File: src/rtl/core/cmb_pkg.sv
// Package for the color mix blend unit: pixel and factor types, register
// indexes, mode codes and the configuration struct. Depends on nothing.
`default_nettype none

package cmb_pkg;

  localparam int Q_W = 16;
  typedef logic signed [Q_W-1:0] q_t;

  // 1.0 in Q3.12 and the saturation limits of a channel.
  localparam q_t Q_ONE = 16'sd4096;
  localparam int Q_MAX = 32767;
  localparam int Q_MIN = -32768;

  typedef struct packed {
    q_t r;
    q_t g;
    q_t b;
  } rgb_t;

  // Configuration port.
  localparam int CFG_IDX_W  = 3;
  localparam int CFG_DATA_W = 8;

  localparam logic [CFG_IDX_W-1:0] CFG_OPERAND_KIND = 3'd0;
  localparam logic [CFG_IDX_W-1:0] CFG_FAC_PER_CHAN = 3'd1;
  localparam logic [CFG_IDX_W-1:0] CFG_BLEND_MODE   = 3'd2;
  localparam logic [CFG_IDX_W-1:0] CFG_CLAMP_FAC    = 3'd3;
  localparam logic [CFG_IDX_W-1:0] CFG_CLAMP_OUT    = 3'd4;

  // Data type codes; the fourth code is unused and yields zero.
  localparam logic [1:0] DT_COLOR  = 2'd0;
  localparam logic [1:0] DT_FLOAT  = 2'd1;
  localparam logic [1:0] DT_VECTOR = 2'd2;

  // Color mode blend codes; the fourth code is unused and yields zero.
  localparam logic [1:0] BM_MIX = 2'd0;
  localparam logic [1:0] BM_MUL = 2'd1;
  localparam logic [1:0] BM_ADD = 2'd2;

  typedef struct packed {
    logic [1:0] operand_kind;
    logic       fac_per_chan;
    logic [1:0] blend_mode;
    logic       clamp_fac;
    logic       clamp_out;
  } cfg_t;

  // Operation a channel takes through the lerp pipeline.
  typedef enum logic [1:0] {
    OP_MIX,
    OP_ADD,
    OP_MUL,
    OP_ZERO
  } op_t;

endpackage

`default_nettype wire

File: src/rtl/core/cmb_mean_stage.sv
// First two pipeline stages: biased channel sums, then mean of three by
// reciprocal multiplication. Depends on cmb_pkg.
`default_nettype none

module cmb_mean_stage (
  input  wire logic          clk,
  input  wire logic          rst_n,
  input  wire logic          adv,
  input  wire logic          in_valid,
  input  wire cmb_pkg::rgb_t a_in,
  input  wire cmb_pkg::rgb_t b_in,
  input  wire cmb_pkg::rgb_t f_in,
  output      logic          valid_o,
  output      cmb_pkg::rgb_t a_o,
  output      cmb_pkg::rgb_t b_o,
  output      cmb_pkg::rgb_t f_o,
  output      cmb_pkg::q_t   ma_o,
  output      cmb_pkg::q_t   mb_o,
  output      cmb_pkg::q_t   mf_o
);

  localparam int SUM_W = 18;
  // Sum plus one for rounding plus 3*32768 keeps the value non-negative.
  localparam logic signed [SUM_W:0] SUM_BIAS = 19'sd98305;
  // ceil(2^19 / 3): exact floor division by three for any 18-bit value.
  localparam int RECIP_SHIFT = 19;
  localparam logic [SUM_W-1:0] RECIP = 18'd174763;

  function automatic logic [SUM_W-1:0] biased_sum(input cmb_pkg::q_t x,
                                                  input cmb_pkg::q_t y,
                                                  input cmb_pkg::q_t z);
    logic signed [SUM_W:0] s;
    s = (SUM_W+1)'(x) + (SUM_W+1)'(y) + (SUM_W+1)'(z) + SUM_BIAS;
    return s[SUM_W-1:0];
  endfunction

  // The quotient lies in 0..65535; removing the bias flips its top bit.
  function automatic cmb_pkg::q_t mean_of(input logic [SUM_W-1:0] u);
    logic [2*SUM_W-1:0] p;
    p = (2*SUM_W)'(u) * (2*SUM_W)'(RECIP);
    return {~p[RECIP_SHIFT+15], p[RECIP_SHIFT+14:RECIP_SHIFT]};
  endfunction

  logic            v1_r;
  cmb_pkg::rgb_t   a1_r, b1_r, f1_r;
  logic [SUM_W-1:0] ua1_r, ub1_r, uf1_r;
  logic [SUM_W-1:0] ua1_nxt, ub1_nxt, uf1_nxt;

  logic            v2_r;
  cmb_pkg::rgb_t   a2_r, b2_r, f2_r;
  cmb_pkg::q_t     ma2_r, mb2_r, mf2_r;
  cmb_pkg::q_t     ma2_nxt, mb2_nxt, mf2_nxt;

  assign ua1_nxt = biased_sum(a_in.r, a_in.g, a_in.b);
  assign ub1_nxt = biased_sum(b_in.r, b_in.g, b_in.b);
  assign uf1_nxt = biased_sum(f_in.r, f_in.g, f_in.b);

  assign ma2_nxt = mean_of(ua1_r);
  assign mb2_nxt = mean_of(ub1_r);
  assign mf2_nxt = mean_of(uf1_r);

  always_ff @(posedge clk) begin
    if (!rst_n) begin
      v1_r <= 1'b0;
      v2_r <= 1'b0;
    end else if (adv) begin
      v1_r <= in_valid;
      v2_r <= v1_r;
    end
  end

  always_ff @(posedge clk) begin
    if (adv) begin
      a1_r  <= a_in;
      b1_r  <= b_in;
      f1_r  <= f_in;
      ua1_r <= ua1_nxt;
      ub1_r <= ub1_nxt;
      uf1_r <= uf1_nxt;
      a2_r  <= a1_r;
      b2_r  <= b1_r;
      f2_r  <= f1_r;
      ma2_r <= ma2_nxt;
      mb2_r <= mb2_nxt;
      mf2_r <= mf2_nxt;
    end
  end

  assign valid_o = v2_r;
  assign a_o     = a2_r;
  assign b_o     = b2_r;
  assign f_o     = f2_r;
  assign ma_o    = ma2_r;
  assign mb_o    = mb2_r;
  assign mf_o    = mf2_r;

endmodule

`default_nettype wire

File: config.mk
export PLATFORM = sky130hd
export DESIGN_NAME = cmb_mean_stage
export DESIGN_NICKNAME = d
export VERILOG_FILES = /design/src/rtl/core/cmb_pkg.sv /design/src/rtl/core/cmb_mean_stage.sv
export SDC_FILE = /design/constraint.sdc
export NUM_CORES = 1
export LEC_CHECK = 0
export BUFFER_PORTS_ARGS = -buffer_cell sky130_fd_sc_hd__buf_2
export CAP_MARGIN = 40
export CELL_PAD_IN_SITES_DETAIL_PLACEMENT = 1
export CELL_PAD_IN_SITES_GLOBAL_PLACEMENT = 2
export CORE_MARGIN = 2
export CORE_UTILIZATION = 42
export DETAILED_ROUTE_END_ITERATION = 8
export PLACE_DENSITY_LB_ADDON = 0.05
export SYNTH_ARGS = -nofsm -noshare
export SYNTH_HDL_FRONTEND = slang
export SYNTH_SLANG_ARGS = --single-unit
File: constraint.sdc
create_clock -name clk -period 7.5 [get_ports clk]
set_clock_uncertainty 0.15 [all_clocks]
set_input_delay 0.375 -clock clk [delete_from_list [all_inputs] [get_ports clk]]
set_output_delay 0.375 -clock clk [all_outputs]
set_load 0.01 [all_outputs]
# [Yosys cells after proc, flatten, opt, wreduce, memory -nomap -nowiden]
# Cells that the tools add are included.
[word_totals] ff_bits=392 latchBits=0 ramBits=0 mem_bits_ro=0 input_bits=148 output_inout_bits=193 elab_cells=41 n_memories=0
[op_classes] n_addsub=9 mul=3 n_div=0 order_cmp=0 n_eq_ne=0 n_shift=0 muxes=0 bitwise=3 n_reduce_logical=0
[ops] op="$mul A18 B18 Y35 const B" n=3
[ops] op="$add A17 B16 Y18" n=3
[ops] op="$add A18 B18 Y18 const B" n=3
[ops] op="$add A16 B16 Y17" n=3
[ops] op="$not A1 Y1" n=3

# [Depth between registers and ports, before layout]
# Gate-level depths: netlist of the first run.
[logic_depth] word_depth=3 mapped_depth=21

# [Worst setup path before layout of the first run]
# OpenSTA, ideal clock, no wires.
[synth_path] path_type="flip-flop to flip-flop" start="reg uf1_r[2]" end="reg mf2_r[15] (netlist: mf_o[15]), data pin" arrival_time_ns=5.239 required_time_ns=7.087 path_slack_ns=1.849 path_stages_with_launch=21 path_cell_list="edfxtp_1 > ha_1 > fa_1 > inv_1 > fa_1 > inv_1 > fa_1 > fa_1 > inv_1 > fa_1 > inv_1 > ha_1 > a21o_1 > a21o_1 > a21oi_1 > nor2_1 > a2111oi_4 > o21ai_2 > a221o_1 > o41ai_2 > xnor2_1"
[synth_via] elab_chain_len=2
[synth_rtl] element="from (decl)" line_no="cmb_mean_stage.sv:46" text="logic [SUM_W-1:0] ua1_r, ub1_r, uf1_r;"
[synth_rtl] element="from (signal assigned)" line_no="cmb_mean_stage.sv:79" text="uf1_r <= uf1_nxt;"
[synth_rtl] element="$mul A18 B18 Y35" line_no="cmb_mean_stage.sv:40" text="p = (2*SUM_W)'(u) * (2*SUM_W)'(RECIP);"
[synth_rtl] element="$not A1 Y1" line_no="cmb_mean_stage.sv:41" text="return {~p[RECIP_SHIFT+15], p[RECIP_SHIFT+14:RECIP_SHIFT]};"
[synth_rtl] element="net mf2_nxt[15]" line_no="cmb_mean_stage.sv:52" text="cmb_pkg::q_t ma2_nxt, mb2_nxt, mf2_nxt;"
[synth_rtl] element="to (signal assigned)" line_no="cmb_mean_stage.sv:85" text="mf2_r <= mf2_nxt;"
[synth_rtl] element="to (decl)" line_no="cmb_mean_stage.sv:51" text="cmb_pkg::q_t ma2_r, mb2_r, mf2_r;"
# The timed path passes the listed nets, and every way through them passes these cells.
# A chain may end at the register's enable or synchronous reset.

# [Final worst setup path of the first run]
[layout_path] start="reg ub1_r[1]" end="reg mb2_r[15] (netlist: mb_o[15]), data pin"
[layout_via] elab_chain_len=2
[layout_rtl] element="from (decl)" line_no="cmb_mean_stage.sv:46"
[layout_rtl] element="from (signal assigned)" line_no="cmb_mean_stage.sv:78" text="ub1_r <= ub1_nxt;"
[layout_rtl] element="$mul A18 B18 Y35" line_no="cmb_mean_stage.sv:40"
[layout_rtl] element="$not A1 Y1" line_no="cmb_mean_stage.sv:41"
[layout_rtl] element="net mb2_nxt[15]" line_no="cmb_mean_stage.sv:52"
[layout_rtl] element="to (signal assigned)" line_no="cmb_mean_stage.sv:84" text="mb2_r <= mb2_nxt;"
[layout_rtl] element="to (decl)" line_no="cmb_mean_stage.sv:51"
# The timed path passes the listed nets, and every way through them passes these cells.

==> flow_summary.toml, run 1 <==
[logic_synthesis]
synth_cell_type_count = 53
yosys_warnings = 0
synth_edf_count = 390
synth_top_area_share_pct = 36.1
ys_ff_latch = 392
synthTopCellsByArea = "edfxtp_1 36%, fa_1 23%, ha_1 22%"
synthFlopType = "edfxtp_1"
ys_seq_area_share_pct = 36.3
ys_async_sr_fraction_pct = 0
synth.avg_cell_area_sq_um = 12.7
synth_top_cell_by_area = "edfxtp_1"
syn_nets = 3651
synthCells = 2561
syn_area_sq_um = 32400

[grt]
grt_max_degree = 148
grt.overflow.total = 0
antenna_found_initial = 2
grt_pass1_vias = 23000
grt_pass1_wl_mm = 130
grtUsageTotal_pct = 21.6

[layout]
regArea_sq_um = 11800
fillCellCount = 7935
drive_gt1_share_pct = 13.9
nets = 4192
multi_input_area_sq_um = 17900
area_growth_syn_to_layout_pct = 18.8

[sta]
slew_violations = 0
timing_hold_violations_final = 0
finalSetupTns_ps = 0
relSlewSlack_pct = 32.4
post-route-period-util_pct = 85.0
period_needed_ps = 6370
tightest_slew_ps = 1010
setup-violations-final = 0
fmaxAchievable_mhz = 157
rsz0062_at_grt = "no"

[die]
die_w_microns = 282
initial_core_util_pct = 42.5
dieArea_sq_um = 79400
ios = 341
dieHeight_microns = 282
core_area_sq_um = 76200
rows = 101

[min_path]
hold_path_class = "flop to flop"

[route]
drc = 0
dr.pass1.iters = 5
ant_nets = 0
detail_route.vias_per_cell = 4.78
post_drt_wl_per_cell_microns = 20.0
drt_wl_total_mm = 83.6
vias = 19900
drt_iter0_markers = 689

[flow_run]
drv_cap = 0

[place]
gp_congestion = 0.867
port_buffers = 340
hpwl_mm = 69.2

[worst_setup_path]
crit_path_max_fanout = 7
cp-end-kind = "flop"
startpoint_type = "flop"
path_class = "flop to flop"
crit_arrival_ps = 6570
critPathRequiredTime_ps = 7690

[cts]
cts_tree = "built"
clock-sinks = 392
htreeDepth = 2
post_cts_resized = 0
root_buffer = "clkbuf_16"
cts_buffer_depth = 3
cts_buffers = 48
clk_latency_ps = 590
clk_pin_slew_ps = 60

[run_status]
status = "completed"
==> registers in the layout (all words and copies together), names as in the netlist <==
signal and count:
valid_o 1, b_o 48, uf1_r 18, v1_r 1
b1_r 48, ua1_r 18, ma_o 16, mb_o 16
a1_r 48, ub1_r 18, a_o 48, f1_r 48
f_o 48, mf_o 16
==> through the flow <==
stage	instances	area (sq um)	utilization [%]	setup WS [ps]	hold slack, ps
after floorplan	2561	32400	-	1850	250
after global placement	3934	35400	46.5	978	250
after detailed placement	3935	35500	46.6	972	255
after CTS	4169	38500	50.5	948	259
after global routing	4170	38500	50.5	643	267
final	4171	38500	50.5	1130	262
==> worst paths after layout <==
path / start / cells after the start / end / slack [ps]
setup / recovery: ub1_r[1]$_DFFE_PP_ / 20 / mb_o[15]$_DFFE_PP_ / 1130
hold / removal: f1_r[41]$_DFFE_PP_ / 0 / f_o[41]$_DFFE_PP_ / 260
hold reg to reg: f1_r[41]$_DFFE_PP_ / 0 / f_o[41]$_DFFE_PP_ / 260
setup reg to reg: ub1_r[1]$_DFFE_PP_ / 20 / mb_o[15]$_DFFE_PP_ / 1130
==> logic make-up after synthesis <==
kind of cell	synth area share [%]
AOI/OAI and AO/OA	4.86
xor gates and xnor gates	3.22
adders and majority gates	44.9
buffers and inverters	8.41
DFF	36.3
muxes	0.0618
and+or+nand+nor	2.26
==> cell type report <==
cell class | count | share of cell area, %
diodes | 2 | 0.0130
flip-flops and latches | 392 | 30.5
clock buffers | 54 | 3.18
clock inverters | 33 | 0.861
inverters | 726 | 7.08
multi-input cells | 1443 | 46.5
well taps | 1030 | 3.35
repair buffers | 491 | 8.46
==> Yosys cell counts, drive strengths merged, types with 3 or more instances <==
cell	instances
inv	726
ha	573
edfxtp	390
fa	369
a21oi	83
xnor2	83
a21o	44
nand2	37
xor2	36
nor2	34
o21ai	31
o21bai	18
nand3	16
nand4	12
and3	10
nor2b	9
o21a	8
nor3	7
a211oi	6
nand2b	6
a31o	5
and2	5
o31ai	5
o211ai	4
or2	4
a221o	3
a221oi	3
a31oi	3
o31a	3
or3	3
==> placed cells by master, fill, tap and decap left out, drive strengths merged, types with 4 or more instances in the layout <==
cell,synthesis,layout
nor2b,9,9
dlygate4sd3,0,147
o21bai,18,18
fa,369,369
nand3,16,16
edfxtp,390,390
xor2,36,36
o211ai,4,4
nor3,7,7
nand2,37,37
a31o,5,5
o21ai,31,31
ha,573,573
and2,5,5
or2,4,4
nor2,34,34
xnor2,83,83
a211oi,6,6
o31ai,5,5
inv,726,730
nand4,12,12
bufinv,0,5
clkinv,0,21
o21a,8,8
a21oi,83,83
nand2b,6,6
a21o,44,44
and3,10,10
clkbuf,0,54
buf,0,344
==> critical path, stage by stage, from the launching register on <==
cell and delay (ps):
edfxtp_1 540, ha_1 470, xor2_1 440, ha_1 240
a21oi_1 60, fa_1 520, inv_1 60, fa_1 380
inv_1 90, fa_1 430, fa_1 500, inv_1 50
ha_1 330, a21oi_1 190, o22ai_1 100, o21ai_0 200
o311ai_2 210, a221oi_1 680, o21bai_1 180, a21oi_1 230
xnor2_1 90
==> routing by layer <==
metal / track usage (%) / routed length [microns]
met1: 27.3 / 35800
met2: 38.6 / 42400
met3: 3.76 / 3530
met4: 4.87 / 1800
met5: 0 / 0
==> what timing repair did <==
item,4_1_cts,5_1_grt
setup buffers,0,0
hold buffers,147,0
endpoints found under the hold margin,177,0
Power of run 1 is left out: the tool's default activity adds up to more than one toggle a clock period on the data nets, which glitch-free logic cannot reach.
==> inputs of run 2 (changes only) <==
--- a/config.mk
+++ b/config.mk
@@ -10,7 +10,7 @@
 export CELL_PAD_IN_SITES_DETAIL_PLACEMENT = 1
 export CELL_PAD_IN_SITES_GLOBAL_PLACEMENT = 2
 export CORE_MARGIN = 2
-export CORE_UTILIZATION = 42
+export CORE_UTILIZATION = 38
 export DETAILED_ROUTE_END_ITERATION = 8
 export PLACE_DENSITY_LB_ADDON = 0.05
 export SYNTH_ARGS = -nofsm -noshare
==> constraint.sdc (replaced) <==
create_clock -name clk -period 5.51 [get_ports clk]
set_clock_uncertainty 0.15 [all_clocks]
set_input_delay 0.2755 -clock clk [delete_from_list [all_inputs] [get_ports clk]]
set_output_delay 0.2755 -clock clk [all_outputs]
set_load 0.01 [all_outputs]
==> flow_summary.toml, run 2 (synthesis gave the netlist of run 1 again) <==
[sta]
fmaxAchievable_mhz = 172
setup-violations-final = 17
fin_ws_ps = -316
period_needed_ps = 5830
rsz0062_at_grt = "yes"
relSlewSlack_pct = 50.6
timing_hold_violations_final = 0
post-route-period-util_pct = 106
tightest_slew_ps = 741
slew_violations = 0

[place]
port_buffers = 340
hpwl_mm = 71.1
gp_congestion = 0.900
place_area_sq_um = 37300

[worst_setup_path]
cp-end-kind = "flop"
slowest_delay_ps = 490
crit_path_max_fanout = 3
cp_common_cell = "fa_1"
crit_arrival_ps = 6040
critPathRequiredTime_ps = 5720
cpMaxStageDelayCell = "fa_1"
crit_chain = "buf_4 -> ha_4 -> fa_1 -> inv_1 -> fa_1 -> inv_1 -> fa_1 -> inv_1 -> fa_1 -> fa_1 -> inv_1 -> ha_4 -> a21o_1 -> a21oi_2 -> nor2_2 -> a2111oi_4 -> buf_4 -> o21ai_2 -> a221o_1 -> o41ai_2 -> xnor2_1"
startpoint_type = "flop"
path_class = "flop to flop"

[run_status]
violations = "negative setup slack"
status = "finished, violations left"

[die]
die_w_microns = 296
rows = 107
initial_core_util_pct = 38.2
ios = 341
core_area_sq_um = 84900
dieArea_sq_um = 87600
dieHeight_microns = 296

[cts]
cts_tree = "built"
clk_latency_ps = 600
htreeDepth = 2
clk_pin_slew_ps = 70
root_buffer = "clkbuf_16"
cts_buffers = 47
cts_buffer_depth = 3
clock-sinks = 392

[grt]
grt.overflow.total = 0
grt_pass1_wl_mm = 134
grt_pass1_vias = 24300
grtUsageTotal_pct = 20.1
antenna_found_initial = 5
grt_max_degree = 109

[route]
wl_met2_mm = 43.8
dr.pass1.iters = 4
drt_iter0_markers = 567
drc = 0
post_drt_wl_per_cell_microns = 18.9
drt_wl_total_mm = 86.6
vias = 21000
ant_nets = 0
detail_route.vias_per_cell = 4.58
route.met3.wl_mm = 4.47
wl_met1_mm = 36.6
highest_layer = "met5"

[layout]
nets = 4483
fin_area_sq_um = 42400
area_growth_syn_to_layout_pct = 30.9
final_common_cell = "inv_1"
final_cell_mix = "697 x inv_1, 514 x ha_1, 390 x edfxtp_1"
drive_gt1_share_pct = 26.2

[min_path]
hold_path_class = "primary input to flop"

[flow_run]
drv_cap = 0
-- run 2: final timing paths --
kind / startpoint / depth (start not counted) / to / slack, ps
max reg2reg: uf1_r[3]$_DFFE_PP_ / 21 / mf_o[15]$_DFFE_PP_ / -320
min: adv / 1 / b_o[32]$_DFFE_PP_ / 8
max: uf1_r[3]$_DFFE_PP_ / 21 / mf_o[15]$_DFFE_PP_ / -320
min reg2reg: f1_r[15]$_DFFE_PP_ / 0 / f_o[15]$_DFFE_PP_ / 260
-- run 2: critical path: cells and delay by family (launching register included) --
| family | cells | cell delay (ps) |
|---|---|---|
| DFF | 1 | 450 |
| buffers and inverters | 6 | 650 |
| xor gates and xnor gates | 1 | 100 |
| and+or+nand+nor | 1 | 70 |
| adders and majority gates | 7 | 2800 |
| AOI/OAI and AO/OA | 6 | 1340 |
-- run 2: timing repair --
item	4_1_cts	5_1_grt
pin swaps	61	72
endpoints found under the hold margin	151	0
resized for setup	122	107
setup endpoints to repair	31	34
hold buffers	146	0
setup buffers	43	29
-- run 2: per-stage QoR --
| step | std cells | hold slack [ps] | setup TNS, ps | utilization, % | setup WS [ps] |
|---|---|---|---|---|---|
| CTS | 4548 | 19.0 | -1490 | 49.1 | -312 |
| floorplan | 2561 | 224 | -129 | - | -129 |
| global route | 4578 | 28.2 | -6460 | 50.0 | -496 |
| finish | 4578 | 7.55 | -2430 | 50.0 | -316 |
| global placement | 4273 | 251 | -6080 | 44.0 | -455 |
| detailed placement | 4273 | 255 | -7870 | 44.0 | -529 |
-- run 2: layout make-up --
cell class / count / area [sq um]
Multi-Input combinational cell: 1443 / 19100
Antenna cell: 2 / 5.00
Tap cell: 1144 / 1430
Clock buffer: 52 / 1190
Timing Repair Buffer: 783 / 5570
Clock inverter: 36 / 601
Sequential cell: 392 / 11800
Fill cell: 8904 / 42500
Inverter: 726 / 2730
-- run 2: layer usage --
metal	vias up	global-route usage [%]
met1	10500	25.0
met4	6	4.48
li1	10000	-
met3	91	4.01
met2	369	35.8
met5	-	0
Power of run 2 is left out for the same reason.
==> inputs of run 3 (changes only) <==
--- a/config.mk
+++ b/config.mk
@@ -13,6 +13,7 @@
 export CORE_UTILIZATION = 38
 export DETAILED_ROUTE_END_ITERATION = 8
 export PLACE_DENSITY_LB_ADDON = 0.05
+export SKIP_LAST_GASP = 1
 export SYNTH_ARGS = -nofsm -noshare
 export SYNTH_HDL_FRONTEND = slang
 export SYNTH_SLANG_ARGS = --single-unit
==> flow_summary.toml, run 3 (synthesis gave the netlist of run 1 again) <==
[worst_setup_path]
crit_arrival_ps = 6020
critPathBufInv = 6
crit_chain = "buf_4 -> ha_4 -> fa_1 -> inv_1 -> fa_1 -> inv_1 -> fa_1 -> inv_1 -> fa_1 -> fa_1 -> inv_1 -> ha_4 -> a21o_1 -> a21oi_2 -> nor2_1 -> a2111oi_4 -> buf_4 -> o21ai_2 -> a221o_1 -> o41ai_2 -> xnor2_1"
slowest_delay_ps = 490
cp-end-kind = "flop"
crit_family = "adder cells"
path_class = "flop to flop"
cpMaxStageDelayCell = "fa_1"
critPathRequiredTime_ps = 5720
crit_path_max_fanout = 3
cp_common_cell = "fa_1"
startpoint_type = "flop"

[route]
drt_wl_total_mm = 86.5
drc = 0
vias = 20900
dr.pass1.iters = 4
post_drt_wl_per_cell_microns = 18.9
drt_iter0_markers = 582
detail_route.vias_per_cell = 4.58
ant_nets = 0

[die]
die_w_microns = 296
dieArea_sq_um = 87600
rows = 107
core_area_sq_um = 84900
dieHeight_microns = 296
initial_core_util_pct = 38.2
ios = 341

[cts]
cts_buffers = 47
clock-sinks = 392
clk_latency_ps = 600
htreeDepth = 2
cts_buffer_depth = 3
clk_pin_slew_ps = 70
root_buffer = "clkbuf_16"
cts_tree = "built"

[grt]
grt_pass1_wl_mm = 134
grt_pass1_vias = 24300
grt_max_degree = 109
antenna_found_initial = 5
grt.overflow.total = 0
grtUsageTotal_pct = 20.0

[sta]
finalHoldWorstSlack_ps = -3.08
fin_ws_ps = -304
slew_violations = 0
post-route-period-util_pct = 106
period_needed_ps = 5810
setup-violations-final = 16
timing_hold_violations_final = 1
relSlewSlack_pct = 50.2
tightest_slew_ps = 747
rsz0062_at_grt = "yes"
fmaxAchievable_mhz = 172

[run_status]
violations = "negative hold slack, negative setup slack"
status = "finished, violations left"

[place]
gp_congestion = 0.900
dp.cells = 4273
port_buffers = 340
hpwl_mm = 71.1

[flow_run]
drv_cap = 0

[layout]
instances_no_fill = 4572
final_util_pct = 49.8
final_common_cell = "inv_1"
nets = 4477
final_cell_mix = "703 x inv_1, 512 x ha_1, 390 x edfxtp_1"
area_growth_syn_to_layout_pct = 30.6
drive_gt1_share_pct = 25.9

[min_path]
hold_path_class = "primary input to flop"
## run 3: cell types whose count changed in the layout (fill, tap and decap cells not counted), moves of 2 or more
cell | before | now
nor2_2 | 6 | 3
ha_1 | 514 | 512
a21oi_4 | 4 | 2
ha_4 | 56 | 58
nor2_1 | 28 | 31
o21ai_1 | 5 | 3
buf_6 | 32 | 26
inv_2 | 28 | 23
inv_1 | 697 | 703
a21oi_2 | 17 | 20
## run 3: what timing repair did
| action | 4_1_cts | 5_1_grt |
|---|---|---|
| resized for setup | 117 | 97 |
| setup endpoints to repair | 31 | 34 |
| pin swaps | 60 | 65 |
| endpoints found under the hold margin | 151 | 0 |
| setup buffers | 43 | 22 |
| hold buffers | 146 | 0 |
## run 3: layout make-up
class / instances / area (sq um)
repair buffers: 777 / 5510
well taps: 1144 / 1430
clock buffers: 52 / 1190
flip-flops and latches: 392 / 11800
clock inverters: 36 / 601
multi-input cells: 1443 / 19100
inverters: 726 / 2730
diodes: 2 / 5.00
fillers: 8897 / 42600
## run 3: final timing paths
kind                      start                  to  slack [ps]  cells past startpoint
max reg2reg  uf1_r[3]$_DFFE_PP_  mf_o[15]$_DFFE_PP_        -300                     21
max          uf1_r[3]$_DFFE_PP_  mf_o[15]$_DFFE_PP_        -300                     21
min reg2reg  f1_r[15]$_DFFE_PP_   f_o[15]$_DFFE_PP_         260                      0
min                         adv   b_o[32]$_DFFE_PP_          -3                      1
## run 3: metal layers
| layer | vias to the layer above | global-route usage [%] | part of all wire, % |
|---|---|---|---|
| met5 | - | 0 | 0.037 |
| met4 | 6 | 4.48 | 2.1 |
| met3 | 95 | 4.01 | 5.0 |
| met2 | 357 | 35.8 | 50 |
| met1 | 10500 | 25.0 | 42 |
| li1 | 10000 | - | - |
## run 3: per-stage QoR
step / setup slack [ps] / TNS, ps / cell area, sq um
floorplan: -129 / -129 / 32400
global placement: -455 / -6080 / 37300
detailed placement: -529 / -7870 / 37300
CTS: -312 / -1600 / 41700
global route: -492 / -6290 / 42300
finish: -304 / -2320 / 42300
Power of run 3 is left out for the same reason.
